<file path="src/hw/rtl/tag_presence_table_defines.svh">
// Assertion macros used by the tag presence table datapath.
`ifndef TAG_PRESENCE_TABLE_DEFINES_SVH
`define TAG_PRESENCE_TABLE_DEFINES_SVH
`ifndef SYNTHESIS
// Check cons in the same cycle whenever ante holds.
`define TPT_ASSERT_IMP(label, clk, rst_n, ante, cons) \
    label: assert property (@(posedge clk) disable iff (!rst_n) (ante) |-> (cons)) \
        else $error("tag presence table: check failed");
// Check cons in the cycle after ante holds.
`define TPT_ASSERT_NXT(label, clk, rst_n, ante, cons) \
    label: assert property (@(posedge clk) disable iff (!rst_n) (ante) |=> (cons)) \
        else $error("tag presence table: check failed");
`else
`define TPT_ASSERT_IMP(label, clk, rst_n, ante, cons)
`define TPT_ASSERT_NXT(label, clk, rst_n, ante, cons)
`endif
`endif

</file>
<file path="src/hw/rtl/tpt_pkg.sv">
// Types, codes and helper functions of the tag presence table.
`timescale 1ns / 1ps
`default_nettype none
package tpt_pkg;

    localparam int TPT_ENTRIES_DEF = 16;

    // Command codes
    localparam logic [2:0] CMD_FIND   = 3'd0;
    localparam logic [2:0] CMD_COUNT  = 3'd1;
    localparam logic [2:0] CMD_INSERT = 3'd2;
    localparam logic [2:0] CMD_AGE    = 3'd3;
    localparam logic [2:0] CMD_SET    = 3'd4;

    // Presence states of an entry
    localparam logic [2:0] TAG_NONE      = 3'd0;
    localparam logic [2:0] TAG_NEW       = 3'd1;
    localparam logic [2:0] TAG_REP       = 3'd2;
    localparam logic [2:0] TAG_CONF      = 3'd3;
    localparam logic [2:0] TAG_FADE_REP  = 3'd4;
    localparam logic [2:0] TAG_FADE_CONF = 3'd5;
    localparam logic [2:0] TAG_GONE      = 3'd6;

    // Result status codes
    localparam logic [1:0] STAT_OK    = 2'd0;
    localparam logic [1:0] STAT_MISS  = 2'd1;
    localparam logic [1:0] STAT_RANGE = 2'd2;

    // Configuration register indexes
    localparam logic CFG_GRAN   = 1'b0;
    localparam logic CFG_MASTER = 1'b1;

    localparam logic [15:0] GRAN_RESET = 16'd10;

    // Key masks
    localparam logic [31:0] KEY_TOP_BYTE = 32'hff000000;
    localparam logic [31:0] KEY_SEC_BYTE = 32'h00ff0000;
    localparam logic [31:0] KEY_LOW_HALF = 32'h0000ffff;
    localparam logic [31:0] MASK_NO_TOP  = 32'h00ffffff;
    localparam logic [31:0] MASK_ALL     = 32'hffffffff;
    localparam logic [31:0] MASK_NO_SEC  = 32'hff00ffff;
    localparam logic [31:0] MASK_NO_LOW  = 32'hffff0000;

    typedef enum logic [2:0] {
        S_IDLE,
        S_DISPATCH,
        S_AGE_EVAL,
        S_SCAN,
        S_POST,
        S_FINISH
    } t_fsm_state;

    typedef enum logic [1:0] {
        WR_NONE,
        WR_INSERT,
        WR_STATE,
        WR_CLEAR
    } t_wr_kind;

    typedef enum logic [1:0] {
        SRC_NST,
        SRC_FADE,
        SRC_GONE
    } t_st_src;

    // Controller to datapath
    typedef struct packed {
        logic     capture;
        logic     scan_start;
        logic     scan_free;
        logic     key_from_rd;
        t_wr_kind wr_kind;
        t_st_src  st_src;
        logic     set_gone;
        logic     ld_out;
    } t_dp_cmd;

    // Datapath to controller
    typedef struct packed {
        logic [2:0] cmd;
        logic       range_err;
        logic       scan_done;
        logic       found;
        logic       dup;
        logic       age_ok;
        logic [2:0] rd_state;
        logic       master;
        logic       out_free;
    } t_dp_stat;

    // Masked key compare: zero key fields are wildcards
    function automatic logic key_match(input logic [31:0] id, input logic [31:0] key);
        logic [31:0] mask;
        logic        ok;
        mask = MASK_ALL;
        ok   = 1'b1;
        if ((key & KEY_TOP_BYTE) == '0) mask = mask & MASK_NO_TOP;
        if ((key & KEY_SEC_BYTE) == '0) mask = mask & MASK_NO_SEC;
        if ((key & KEY_LOW_HALF) == '0) begin
            mask = mask & MASK_NO_LOW;
            if (id == '0) ok = 1'b0;
        end
        return ok && ((id & mask) == key);
    endfunction

endpackage
`default_nettype wire

</file>
<file path="src/hw/rtl/tpt_dp.sv">
// Datapath of the tag presence table: entry memories, scan unit, result register.
`timescale 1ns / 1ps
`default_nettype none
`include "tag_presence_table_defines.svh"
module tpt_dp import tpt_pkg::*; #(
    parameter int TABLE_ENTRIES = TPT_ENTRIES_DEF
) (
    input  wire logic        i_clk,
    input  wire logic        i_rst_n,
    input  wire t_dp_cmd     i_cmd,
    output t_dp_stat         o_stat,
    input  wire logic [2:0]  i_in_cmd,
    input  wire logic [31:0] i_tag,
    input  wire logic [7:0]  i_index,
    input  wire logic [2:0]  i_new_state,
    input  wire logic [31:0] i_now,
    input  wire logic        i_cfg_wen,
    input  wire logic        i_cfg_addr,
    input  wire logic [15:0] i_cfg_wdata,
    output logic             o_out_valid,
    input  wire logic        i_out_ready,
    output logic [1:0]       o_status,
    output logic [7:0]       o_entry_index,
    output logic [8:0]       o_match_count,
    output logic             o_report_gone
);

    localparam int         AW          = (TABLE_ENTRIES > 1) ? $clog2(TABLE_ENTRIES) : 1;
    localparam logic [8:0] NUM_ENTRIES = 9'(TABLE_ENTRIES);
    localparam logic [AW-1:0] LAST_ADDR = AW'(TABLE_ENTRIES - 1);

    // Configuration
    logic [15:0] r_gran;
    logic        r_master;

    // Captured request
    logic [2:0]  r_cmd;
    logic [31:0] r_tag;
    logic [7:0]  r_idx;
    logic [2:0]  r_nst;
    logic [31:0] r_now;
    logic        r_gone;

    // Entry storage
    logic [31:0]              r_id_mem   [TABLE_ENTRIES];
    logic [2:0]               r_st_mem   [TABLE_ENTRIES];
    logic [31:0]              r_time_mem [TABLE_ENTRIES];
    logic [TABLE_ENTRIES-1:0] r_valid;

    logic [31:0] r_rd_id;
    logic [2:0]  r_rd_state;
    logic [31:0] r_rd_time;
    logic        r_rd_vld;
    logic [AW-1:0] r_rd_addr;

    // Scan unit
    logic          r_scan_on;
    logic [AW-1:0] r_addr;
    logic          r_chk;
    logic          r_chk_last;
    logic          r_mode_free;
    logic [31:0]   r_key;
    logic          r_found;
    logic [AW-1:0] r_found_idx;
    logic [8:0]    r_count;

    // Result register
    logic       r_out_valid;
    logic [1:0] r_status;
    logic [7:0] r_eidx;
    logic [8:0] r_cnt;
    logic       r_rgone;

    logic [AW-1:0] rd_addr;
    logic [AW-1:0] wr_addr;
    logic [31:0]   eff_id;
    logic [2:0]    eff_state;
    logic [31:0]   eff_time;
    logic [31:0]   age;
    logic          range_err;
    logic          hit;
    logic          wr_mem;
    logic          wr_id;
    logic [31:0]   wr_id_data;
    logic [2:0]    wr_st_data;
    logic          out_free;
    logic [1:0]    n_status;
    logic [7:0]    n_eidx;
    logic [8:0]    n_cnt;
    logic          n_rgone;

    // Mask entries that were never written or have been cleared
    assign eff_id    = r_rd_vld ? r_rd_id : '0;
    assign eff_state = r_rd_vld ? r_rd_state : TAG_NONE;
    assign eff_time  = r_rd_vld ? r_rd_time : '0;
    assign age       = r_now - eff_time;
    assign range_err = {1'b0, r_idx} >= NUM_ENTRIES;
    assign hit       = r_mode_free ? (eff_id == '0) : key_match(eff_id, r_key);
    assign out_free  = !r_out_valid || i_out_ready;

    assign rd_addr = r_scan_on ? r_addr : r_idx[AW-1:0];
    assign wr_addr = (i_cmd.wr_kind == WR_INSERT) ? r_found_idx : r_idx[AW-1:0];

    // Select write data
    always_comb begin
        wr_mem     = (i_cmd.wr_kind == WR_INSERT) || (i_cmd.wr_kind == WR_STATE);
        wr_id      = (i_cmd.wr_kind == WR_INSERT) ||
                     ((i_cmd.wr_kind == WR_STATE) && !r_valid[wr_addr]);
        wr_id_data = (i_cmd.wr_kind == WR_INSERT) ? r_tag : '0;
        if (i_cmd.wr_kind == WR_INSERT) begin
            wr_st_data = TAG_NEW;
        end else begin
            case (i_cmd.st_src)
                SRC_NST:  wr_st_data = r_nst;
                SRC_FADE: wr_st_data = (eff_state == TAG_REP) ? TAG_FADE_REP : TAG_FADE_CONF;
                SRC_GONE: wr_st_data = TAG_GONE;
                default:  wr_st_data = r_nst;
            endcase
        end
    end

    // Write and read the entry memories
    always_ff @(posedge i_clk) begin
        if (wr_id) begin
            r_id_mem[wr_addr] <= wr_id_data;
        end
        if (wr_mem) begin
            r_st_mem[wr_addr]   <= wr_st_data;
            r_time_mem[wr_addr] <= r_now;
        end
        r_rd_id    <= r_id_mem[rd_addr];
        r_rd_state <= r_st_mem[rd_addr];
        r_rd_time  <= r_time_mem[rd_addr];
        r_rd_addr  <= rd_addr;
    end

    // Track which entries hold data
    always_ff @(posedge i_clk) begin
        if (!i_rst_n) begin
            r_valid  <= '0;
            r_rd_vld <= 1'b0;
        end else begin
            if (wr_mem) begin
                r_valid[wr_addr] <= 1'b1;
            end else if (i_cmd.wr_kind == WR_CLEAR) begin
                r_valid[wr_addr] <= 1'b0;
            end
            r_rd_vld <= r_valid[rd_addr];
        end
    end

    // Hold configuration
    always_ff @(posedge i_clk) begin
        if (!i_rst_n) begin
            r_gran   <= GRAN_RESET;
            r_master <= 1'b1;
        end else if (i_cfg_wen) begin
            case (i_cfg_addr)
                CFG_GRAN:   r_gran   <= i_cfg_wdata;
                CFG_MASTER: r_master <= i_cfg_wdata[0];
                default:    r_gran   <= r_gran;
            endcase
        end
    end

    // Capture the request
    always_ff @(posedge i_clk) begin
        if (i_cmd.capture) begin
            r_cmd <= i_in_cmd;
            r_tag <= i_tag;
            r_idx <= i_index;
            r_nst <= i_new_state;
            r_now <= i_now;
        end
    end

    always_ff @(posedge i_clk) begin
        if (!i_rst_n) begin
            r_gone <= 1'b0;
        end else if (i_cmd.capture) begin
            r_gone <= 1'b0;
        end else if (i_cmd.set_gone) begin
            r_gone <= 1'b1;
        end
    end

    // Walk the table one entry a cycle
    always_ff @(posedge i_clk) begin
        if (!i_rst_n) begin
            r_scan_on   <= 1'b0;
            r_addr      <= '0;
            r_chk       <= 1'b0;
            r_chk_last  <= 1'b0;
            r_found     <= 1'b0;
            r_found_idx <= '0;
            r_count     <= '0;
        end else begin
            r_chk      <= r_scan_on;
            r_chk_last <= r_scan_on && (r_addr == LAST_ADDR);
            if (i_cmd.scan_start) begin
                r_scan_on <= 1'b1;
                r_addr    <= '0;
                r_found   <= 1'b0;
                r_count   <= '0;
            end else begin
                if (r_scan_on) begin
                    r_scan_on <= (r_addr != LAST_ADDR);
                    r_addr    <= r_addr + 1'b1;
                end
                if (r_chk && hit) begin
                    r_count <= r_count + 1'b1;
                    if (!r_found) begin
                        r_found     <= 1'b1;
                        r_found_idx <= r_rd_addr;
                    end
                end
            end
        end
    end

    always_ff @(posedge i_clk) begin
        if (i_cmd.scan_start) begin
            r_mode_free <= i_cmd.scan_free;
            r_key       <= i_cmd.key_from_rd ? (eff_id & MASK_NO_TOP) : r_tag;
        end
    end

    // Form the result fields
    always_comb begin
        n_status = STAT_OK;
        n_eidx   = '0;
        n_cnt    = '0;
        n_rgone  = 1'b0;
        case (r_cmd)
            CMD_FIND, CMD_INSERT: begin
                n_status = r_found ? STAT_OK : STAT_MISS;
                n_eidx   = r_found ? 8'(r_found_idx) : '0;
            end
            CMD_COUNT: begin
                n_cnt = r_count;
            end
            CMD_AGE, CMD_SET: begin
                if (range_err) begin
                    n_status = STAT_RANGE;
                end else begin
                    n_eidx  = r_idx;
                    n_rgone = r_gone;
                end
            end
            default: begin
                n_status = STAT_OK;
            end
        endcase
    end

    // Hold the result until taken
    always_ff @(posedge i_clk) begin
        if (!i_rst_n) begin
            r_out_valid <= 1'b0;
        end else if (i_cmd.ld_out) begin
            r_out_valid <= 1'b1;
        end else if (i_out_ready) begin
            r_out_valid <= 1'b0;
        end
    end

    always_ff @(posedge i_clk) begin
        if (i_cmd.ld_out) begin
            r_status <= n_status;
            r_eidx   <= n_eidx;
            r_cnt    <= n_cnt;
            r_rgone  <= n_rgone;
        end
    end

    assign o_out_valid   = r_out_valid;
    assign o_status      = r_status;
    assign o_entry_index = r_eidx;
    assign o_match_count = r_cnt;
    assign o_report_gone = r_rgone;

    // Report status to the controller
    always_comb begin
        o_stat           = '0;
        o_stat.cmd       = r_cmd;
        o_stat.range_err = range_err;
        o_stat.scan_done = r_chk_last;
        o_stat.found     = r_found;
        o_stat.dup       = r_count > 9'd1;
        o_stat.age_ok    = (eff_id != '0) && (age >= {16'b0, r_gran});
        o_stat.rd_state  = eff_state;
        o_stat.master    = r_master;
        o_stat.out_free  = out_free;
    end

    `TPT_ASSERT_IMP(a_no_write_in_scan, i_clk, i_rst_n, r_scan_on, i_cmd.wr_kind == WR_NONE)
    `TPT_ASSERT_IMP(a_count_bound, i_clk, i_rst_n, r_chk, r_count <= NUM_ENTRIES)
    `TPT_ASSERT_NXT(a_scan_ends, i_clk, i_rst_n, r_chk_last, !r_chk && !r_scan_on)

endmodule
`default_nettype wire

</file>
<file path="src/hw/rtl/tpt_ctrl.sv">
// Controller state machine of the tag presence table.
`timescale 1ns / 1ps
`default_nettype none
module tpt_ctrl import tpt_pkg::*; (
    input  wire logic     i_clk,
    input  wire logic     i_rst_n,
    input  wire logic     i_in_valid,
    output logic          o_in_ready,
    input  wire t_dp_stat i_stat,
    output t_dp_cmd       o_cmd
);

    t_fsm_state r_state;
    t_fsm_state n_state;
    logic       is_fading;

    assign is_fading = (i_stat.rd_state == TAG_FADE_REP) ||
                       (i_stat.rd_state == TAG_FADE_CONF);

    // Advance the state
    always_ff @(posedge i_clk) begin
        if (!i_rst_n) begin
            r_state <= S_IDLE;
        end else begin
            r_state <= n_state;
        end
    end

    // Next state
    always_comb begin
        n_state = r_state;
        case (r_state)
            S_IDLE: begin
                if (i_in_valid) n_state = S_DISPATCH;
            end
            S_DISPATCH: begin
                case (i_stat.cmd)
                    CMD_FIND, CMD_COUNT, CMD_INSERT: n_state = S_SCAN;
                    CMD_AGE: n_state = i_stat.range_err ? S_FINISH : S_AGE_EVAL;
                    default: n_state = S_FINISH;
                endcase
            end
            S_AGE_EVAL: begin
                n_state = (i_stat.age_ok && is_fading) ? S_SCAN : S_FINISH;
            end
            S_SCAN: begin
                if (i_stat.scan_done) n_state = S_POST;
            end
            S_POST: begin
                n_state = S_FINISH;
            end
            S_FINISH: begin
                if (i_stat.out_free) n_state = S_IDLE;
            end
            default: begin
                n_state = S_IDLE;
            end
        endcase
    end

    // Commands to the datapath
    always_comb begin
        o_in_ready = 1'b0;
        o_cmd      = '0;
        o_cmd.wr_kind = WR_NONE;
        o_cmd.st_src  = SRC_NST;
        case (r_state)
            S_IDLE: begin
                o_in_ready    = 1'b1;
                o_cmd.capture = i_in_valid;
            end
            S_DISPATCH: begin
                case (i_stat.cmd)
                    CMD_FIND, CMD_COUNT: begin
                        o_cmd.scan_start = 1'b1;
                    end
                    CMD_INSERT: begin
                        o_cmd.scan_start = 1'b1;
                        o_cmd.scan_free  = 1'b1;
                    end
                    CMD_SET: begin
                        if (!i_stat.range_err) begin
                            o_cmd.wr_kind = WR_STATE;
                            o_cmd.st_src  = SRC_NST;
                        end
                    end
                    default: begin
                        o_cmd.scan_start = 1'b0;
                    end
                endcase
            end
            S_AGE_EVAL: begin
                if (i_stat.age_ok) begin
                    case (i_stat.rd_state)
                        TAG_NEW: begin
                            o_cmd.wr_kind = WR_CLEAR;
                        end
                        TAG_GONE: begin
                            o_cmd.set_gone = 1'b1;
                        end
                        TAG_REP, TAG_CONF: begin
                            o_cmd.wr_kind = WR_STATE;
                            o_cmd.st_src  = SRC_FADE;
                        end
                        TAG_FADE_REP, TAG_FADE_CONF: begin
                            // count entries sharing the low three bytes
                            o_cmd.scan_start  = 1'b1;
                            o_cmd.key_from_rd = 1'b1;
                        end
                        default: begin
                            o_cmd.wr_kind = WR_NONE;
                        end
                    endcase
                end
            end
            S_POST: begin
                if (i_stat.cmd == CMD_INSERT) begin
                    if (i_stat.found) o_cmd.wr_kind = WR_INSERT;
                end else if (i_stat.cmd == CMD_AGE) begin
                    if (i_stat.dup) begin
                        // drop a duplicate silently
                        o_cmd.wr_kind = WR_CLEAR;
                    end else begin
                        o_cmd.set_gone = 1'b1;
                        o_cmd.wr_kind  = i_stat.master ? WR_CLEAR : WR_STATE;
                        o_cmd.st_src   = SRC_GONE;
                    end
                end
            end
            S_FINISH: begin
                o_cmd.ld_out = i_stat.out_free;
            end
            default: begin
                o_in_ready = 1'b0;
            end
        endcase
    end

endmodule
`default_nettype wire

</file>
<file path="src/hw/rtl/tag_presence_table.sv">
// Tag presence table: one request at a time, entries scanned one per cycle.
// Find, count and insert scan the whole table; age scans it only when an aged entry is fading;
// set state and unknown commands do not scan. The next request is accepted once the result
// has been loaded into the output register, which waits until the previous result is taken.
// The single read port of the entry memories sets the scan length.
// Synchronous active-low reset empties the table at once and loads register defaults.
`timescale 1ns / 1ps
`default_nettype none
module tag_presence_table import tpt_pkg::*; #(
    parameter int TABLE_ENTRIES = TPT_ENTRIES_DEF
) (
    input  wire logic        i_clk,
    input  wire logic        i_rst_n,
    input  wire logic        i_in_valid,
    output logic             o_in_ready,
    input  wire logic [2:0]  i_cmd,
    input  wire logic [31:0] i_tag,
    input  wire logic [7:0]  i_index,
    input  wire logic [2:0]  i_new_state,
    input  wire logic [31:0] i_now,
    output logic             o_out_valid,
    input  wire logic        i_out_ready,
    output logic [1:0]       o_status,
    output logic [7:0]       o_entry_index,
    output logic [8:0]       o_match_count,
    output logic             o_report_gone,
    input  wire logic        i_cfg_wen,
    input  wire logic        i_cfg_addr,
    input  wire logic [15:0] i_cfg_wdata
);

    t_dp_cmd  dp_cmd;
    t_dp_stat dp_stat;

    // Sequence each request
    tpt_ctrl u_ctrl (
        .i_clk      (i_clk),
        .i_rst_n    (i_rst_n),
        .i_in_valid (i_in_valid),
        .o_in_ready (o_in_ready),
        .i_stat     (dp_stat),
        .o_cmd      (dp_cmd)
    );

    // Store entries, scan and hold the result
    tpt_dp #(
        .TABLE_ENTRIES (TABLE_ENTRIES)
    ) u_dp (
        .i_clk         (i_clk),
        .i_rst_n       (i_rst_n),
        .i_cmd         (dp_cmd),
        .o_stat        (dp_stat),
        .i_in_cmd      (i_cmd),
        .i_tag         (i_tag),
        .i_index       (i_index),
        .i_new_state   (i_new_state),
        .i_now         (i_now),
        .i_cfg_wen     (i_cfg_wen),
        .i_cfg_addr    (i_cfg_addr),
        .i_cfg_wdata   (i_cfg_wdata),
        .o_out_valid   (o_out_valid),
        .i_out_ready   (i_out_ready),
        .o_status      (o_status),
        .o_entry_index (o_entry_index),
        .o_match_count (o_match_count),
        .o_report_gone (o_report_gone)
    );

endmodule
`default_nettype wire
</file>
<file path="config.mk">
export PLATFORM = sky130hd
export DESIGN_NAME = tag_presence_table
export DESIGN_NICKNAME = d
export VERILOG_FILES = /design/src/hw/rtl/tpt_pkg.sv /design/src/hw/rtl/tpt_dp.sv /design/src/hw/rtl/tpt_ctrl.sv /design/src/hw/rtl/tag_presence_table.sv
export VERILOG_INCLUDE_DIRS = /design/src /design/src/hw/rtl
export SDC_FILE = /design/constraint.sdc
export NUM_CORES = 2
export LEC_CHECK = 0
export ABC_AREA = 1
export BUFFER_PORTS_ARGS = -buffer_cell sky130_fd_sc_hd__buf_2
export CAP_MARGIN = 20
export CELL_PAD_IN_SITES_DETAIL_PLACEMENT = 2
export CELL_PAD_IN_SITES_GLOBAL_PLACEMENT = 2
export CORE_AREA = 2 2 440 442
export CTS_BUF_LIST = sky130_fd_sc_hd__clkbuf_4 sky130_fd_sc_hd__clkbuf_8
export DETAILED_ROUTE_END_ITERATION = 7
export DIE_AREA = 0 0 442 444
export PLACE_DENSITY_LB_ADDON = 0.05
export SYNTH_ARGS = -nofsm -noshare
export SYNTH_HDL_FRONTEND = slang
export SYNTH_HIERARCHICAL = 1
export SYNTH_SLANG_ARGS = --single-unit
</file>
<file path="constraint.sdc">
create_clock -name i_clk -period 9.95 [get_ports i_clk]
set_input_delay 1.4925 -clock i_clk [delete_from_list [all_inputs] [get_ports i_clk]]
set_output_delay 1.4925 -clock i_clk [all_outputs]
set_load 0.05 [all_outputs]
</file>
# Yosys cells after proc, flatten, opt, wreduce, memory -nomap -nowiden
# Memories as Yosys holds them, arrays and structs flattened. A register that Yosys moved wholly into a read port is not among the register bits.
# Cells that the tools add are included.
# op_classes
addsub	3
n_lt_le_gt_ge	6
eq_ne	26
mux	69
bitwise_logic	9
n_reduce_logical	34
# op_table
operator	count
$logic_not A32 Y1	4
$mux W32	4
$mux W16	3
$mux W24	2
$and A32 B32 Y32	1
$eq A32 B32 Y1	1
$ge A32 B16 Y1	1
$reduce_bool A32 Y1	1
$sub A32 B32 Y32	1
$mux W1	28
$mux W3	9
$mux W4	5
$eq A3 B2 Y1 const B	6
$eq A3 B3 Y1 const B	6
$pmux W3 S6	1
$and A16 B16 Y16	1
$not A16 Y16	1
$or A16 B16 Y16	1
$pmux W8 S2	1
$reduce_or A2 Y1	7
$pmux W3 S2	2
$pmux W4 S3	1
$lt A4 B5 Y1 const B	2
$add A9 B1 Y9 const B	1
other kinds (28)	57
# word_totals
register_bits	195
ram_bits	1072
in_bits	100
out_inout_bits	22
wordCells	177
n_memories	3
# mem_list
memory	words	word_bits	read_ports	rd_clocked_by_memory_dff	wr	line_no	source
u_dp.r_id_mem	16	32	1	1	1	tpt_dp.sv:45	logic [31:0] r_id_mem [TABLE_ENTRIES];
u_dp.r_time_mem	16	32	1	1	1	tpt_dp.sv:47	logic [31:0] r_time_mem [TABLE_ENTRIES];
u_dp.r_st_mem	16	3	1	1	1	tpt_dp.sv:46	logic [2:0] r_st_mem [TABLE_ENTRIES];

# Longest topological paths before layout
# logic_depth
word_depth	16
mapped_depth	48
ltp_nobuf	44

# Cells and area by module
# Netlist, hierarchy kept.
# by_module_without_submodules
mod	instances	cells_each	area_per_inst_um2	seq_area_each_um2
tpt_dp	1	4652	54816.3	38687.1
tpt_ctrl	1	74	444.2	60.1

# Worst setup path before layout
# No wires, ideal clock.
# synth_timing
kind	flip-flop to flip-flop
from	register u_dp.r_rd_vld
to	memory u_dp.r_id_mem[10][0], enable pin
setup_time_ps	421
t_arrival_ps	6470
required_time_ps	9529
setup_slack_ps	3059
path_stages_with_launch	46
n_path_buf	5
period_less_slack_ps	6891
cell_sequence	dfxtp_1 > buf_6 > buf_6 > buf_2 > buf_1 > nand2_1 > ha_1 > nand3_1 > nand2_1 > nand2_1 > nand2_1 > inv_1 > o21ai_0 > xor2_1 > ha_1 > nand2_1 > inv_1 > nor3_1 > [... 10 more ...] > nor2_1 > inv_1 > nor2_1 > nand3_1 > nand4_1 > inv_1 > ha_1 > nand2_1 > o21ai_1 > nor2_1 > inv_1 > o22ai_1 > o21ai_0 > nand4_1 > a21oi_2 > nor2_4 > buf_2 > nor2_1
# synth_rtl
item	line_no	source
from (decl)	tpt_dp.sv:53	logic r_rd_vld;
from (signal assigned)	tpt_dp.sv:148	r_rd_vld <= r_valid[rd_addr];
to (decl)	tpt_dp.sv:45	

==> results.md <==
- CTS Buf Count: 275
- Tmin final: 8.117 ns
- Critical path's slowest cell: nor2_4
- Initial Util: 0.2885
- Yosys warnings: 6
- Port Buffers: 121
- Final setup fails: 0
- GRT Resource Usage Total: 0.1925
- Layout cells sized above 1: 0.1418
- First-pass GRT wire length: 281200 um
- Critical path peak fanout: 38
- Leakage: 23.63 nW
- Max-slew violations: 0
- Fin. Hold Viols: 0
- Top post-synthesis cells by area: edfxtp_1 (65%), nor2_1 (8.3%), dfxtp_1 (4.7%)
- Outcome: completed
- Crit start category: register
- CTS root buf: clkbuf_8
- Area post-placement: 58840 um^2
- Critical path class: reg2reg
- Die height: 444 um
- PnR worst setup slack: 1.833 ns
- Worst-margin pin slew: 1.103 ns
- Max Clk Rate: 0.1232 GHz
- Distinct cells, synth: 54
- Max_slew headroom: 0.2627
- DP HPWL: 110800 um
- Post-synthesis cell count: 4726
- Multiplexer share of the synthesized area: 0
- Pin count of the biggest net entering global routing: 169
- RSZ-0062 raised after global routing: no
- DRT Wirelength: 190200 um
- Worst hold path endpoint: u_dp/r_addr[1]$_SDFFE_PP0P_
- Main synth FF type: edfxtp_1
- Register Area: 38750 um^2
- Core Rows: 161
- Routability Congestion: 0.7792
- Synth Register Bits: 1334
- DR WL/cell: 24.83 um
- Worst VDD drop: 0.1124 mV
- Vias/cell: 4.913
- Filler instances: 20260
- Top-area cell type share of the netlist area: 0.6537
- Synth Area in Adders: 0.01327
- GRT overflow: 0
- Max Cap Viol: 0
- CTS resizes: 0
- Reg2reg path depth: 38
- CP peak stage delay: 0.85 ns
- Main combinational cell family by area after synthesis: simple AND/OR/NAND/NOR gates
- Critical hold path startpoint: u_dp/r_addr[1]$_SDFFE_PP0P_
- Mapped Avg Cell Area: 11.69 um^2
- Reg2reg start: u_dp/r_now[0]$_DFFE_PP_
- Vias: 37630
- Clk_lat worst skew: 1.00 ns
- DRT Pass-1 Iters: 5
- Post-Synth XOR/XNOR Area: 0.004121
- Area of the multi-input gates: 14610 um^2
- Clock Skew: 0.06228 ns
- Core ar.: 191600 um^2
- Fin nets: 5099
- Setup WS pre-CTS: 1.619 ns
- Clock buffer depth: 4
- Post-route ant nets: 0
- Post-synth EDFFs: 1203
- Most frequent cells in the layout: edfxtp_1 (1203), nor2_1 (1185), nand2_1 (480)
- Clk sinks: 1334
- CP Capture Type: register
- Initial antenna violation count: 11
- Cell total after placement: 7189
- Hold_ws: 0.4916 ns
- Hold Path Depth: 2
- Syn Std Cell Area: 55260 um^2
- Critical Path RT: 10.58 ns
- Setup TNS: 0 ns
- Initial detailed-routing violation count: 1964
- Final Instance Area: 64030 um^2
- Register area share after synthesis: 0.7012
- TritonCTS clock tree: yes
- Simple-Gate Fraction of Synth Area: 0.1404
- Arr. time, crit path: 8.74 ns
- Compound-Gate Fraction of Synth Area: 0.1011
- Leading cell type in the layout, fill and taps excluded: edfxtp_1
- Die Wd: 442 um
- RR Endpoint: u_dp/r_id_mem[9][13]$_DFFE_PP_
- Vias in the first global route: 41350
- Power Dens Cells: 225.4 nW/um^2
- Final Cycle Share: 0.8158
- DRC: 0
- R2r setup slk: 1.83 ns
- Tightest Hold Check Type: reg2reg
- Ports: 122
- Post-route insts no fill: 7660
- Die area: 196200 um^2
- CTS H-tree depth: 5
- Design Power: 14.43 mW
- Worst-path clk slew: 0.06 ns
- Layout area overhead: 15.87%
- Hold-fix buffers at CTS: 0
- Asr flop ratio synth: 0
- Final Util: 0.3342
- Setup bufs post-CTS: 0
- Post-synth top area cell: edfxtp_1
==> kinds of logic (layout without fill, tap and decap cells) <==
logic type,count (synthesis),count (layout)
and+or+nand+nor,1929,1929
other,1,10
xor gates and xnor gates,26,26
DFF,1334,1334
AOI/OAI and AO/OA,844,844
buffers and inverters,534,933
adders and majority gates,58,58
==> state kept, by name, summed over array words and instances, names as in the netlist, 8 cells and up, named ones only <==
name and flops:
u_dp/o_entry_index 8, u_dp/o_match_count 9, u_dp/r_count 9, u_dp/r_gran 16
u_dp/r_id_mem 512, u_dp/r_idx 8, u_dp/r_key 32, u_dp/r_now 32
u_dp/r_rd_id 32, u_dp/r_rd_time 32, u_dp/r_st_mem 48, u_dp/r_tag 32
u_dp/r_time_mem 512
==> cells in the mapped netlist, drive strengths merged (4+ instances only) <==
library cell  number
clkbuf           167
o21ai            371
nand2            494
o21bai             4
nand3            140
nor2            1227
nand3b            19
o32ai             68
nor3              21
inv              264
o211ai            78
ha                57
o311ai           201
o22ai             10
xor2              24
nor4               8
buf              100
edfxtp          1203
a21oi             83
dfxtp            131
nand4             18
o31ai             15
==> area by class of cell <==
type                       count  area share
antenna                        6   0.0002345
clock buffer                 389     0.07453
clock inverter                75    0.006038
inverter                     267     0.01600
multi-input combinational   2861      0.2282
sequential                  1334      0.6052
tap                         2526     0.04936
timing repair buffer         202     0.02044
==> worst max-delay path by stage <==
stage                              from                        endpoint  slack (ns)
2_1_floorplan  u_dp/r_rd_vld$_SDFF_PN0_  u_dp/r_id_mem[10][0]$_DFFE_PP_        3.06
3_5_place_dp    u_dp/r_now[2]$_DFFE_PP_  u_dp/r_id_mem[5][23]$_DFFE_PP_        1.62
4_1_cts         u_dp/r_now[0]$_DFFE_PP_  u_dp/r_id_mem[9][13]$_DFFE_PP_        1.54
6_report        u_dp/r_now[0]$_DFFE_PP_  u_dp/r_id_mem[9][13]$_DFFE_PP_        1.83
3_3_place_gp    u_dp/r_now[2]$_DFFE_PP_  u_dp/r_id_mem[5][28]$_DFFE_PP_        1.81
5_1_grt        u_dp/r_rd_vld$_SDFF_PN0_  u_dp/r_id_mem[9][13]$_DFFE_PP_        1.02
==> critical path: cells and delay by family (launching register included) <==
family,cells,cell delay [ns]
xor+xnor,1,0.18
fa+ha+maj,4,1.21
compound gates,4,0.76
flops,1,0.69
simple gates,21,3.36
buf+inv,8,1.51
==> routing by layer <==
metal	share of wire	GRT usage	wire, um	vias to the layer above
li1	-	-	-	17310
met1	0.46	0.2543	87820	19410
met2	0.48	0.3241	91590	572
met3	0.027	0.02684	5083	339
met4	0.030	0.06518	5736	0
met5	0	0	0	-
==> where the power goes <==
group          internal [mW]  total, mW  switching, mW  leakage [nW]
clock                   3.12       5.55           2.43          2.75
sequential              6.32       6.48          0.161          13.2
combinational          0.645       2.40           1.75          7.73
Note: power is estimated with default switching activity, not from simulation.
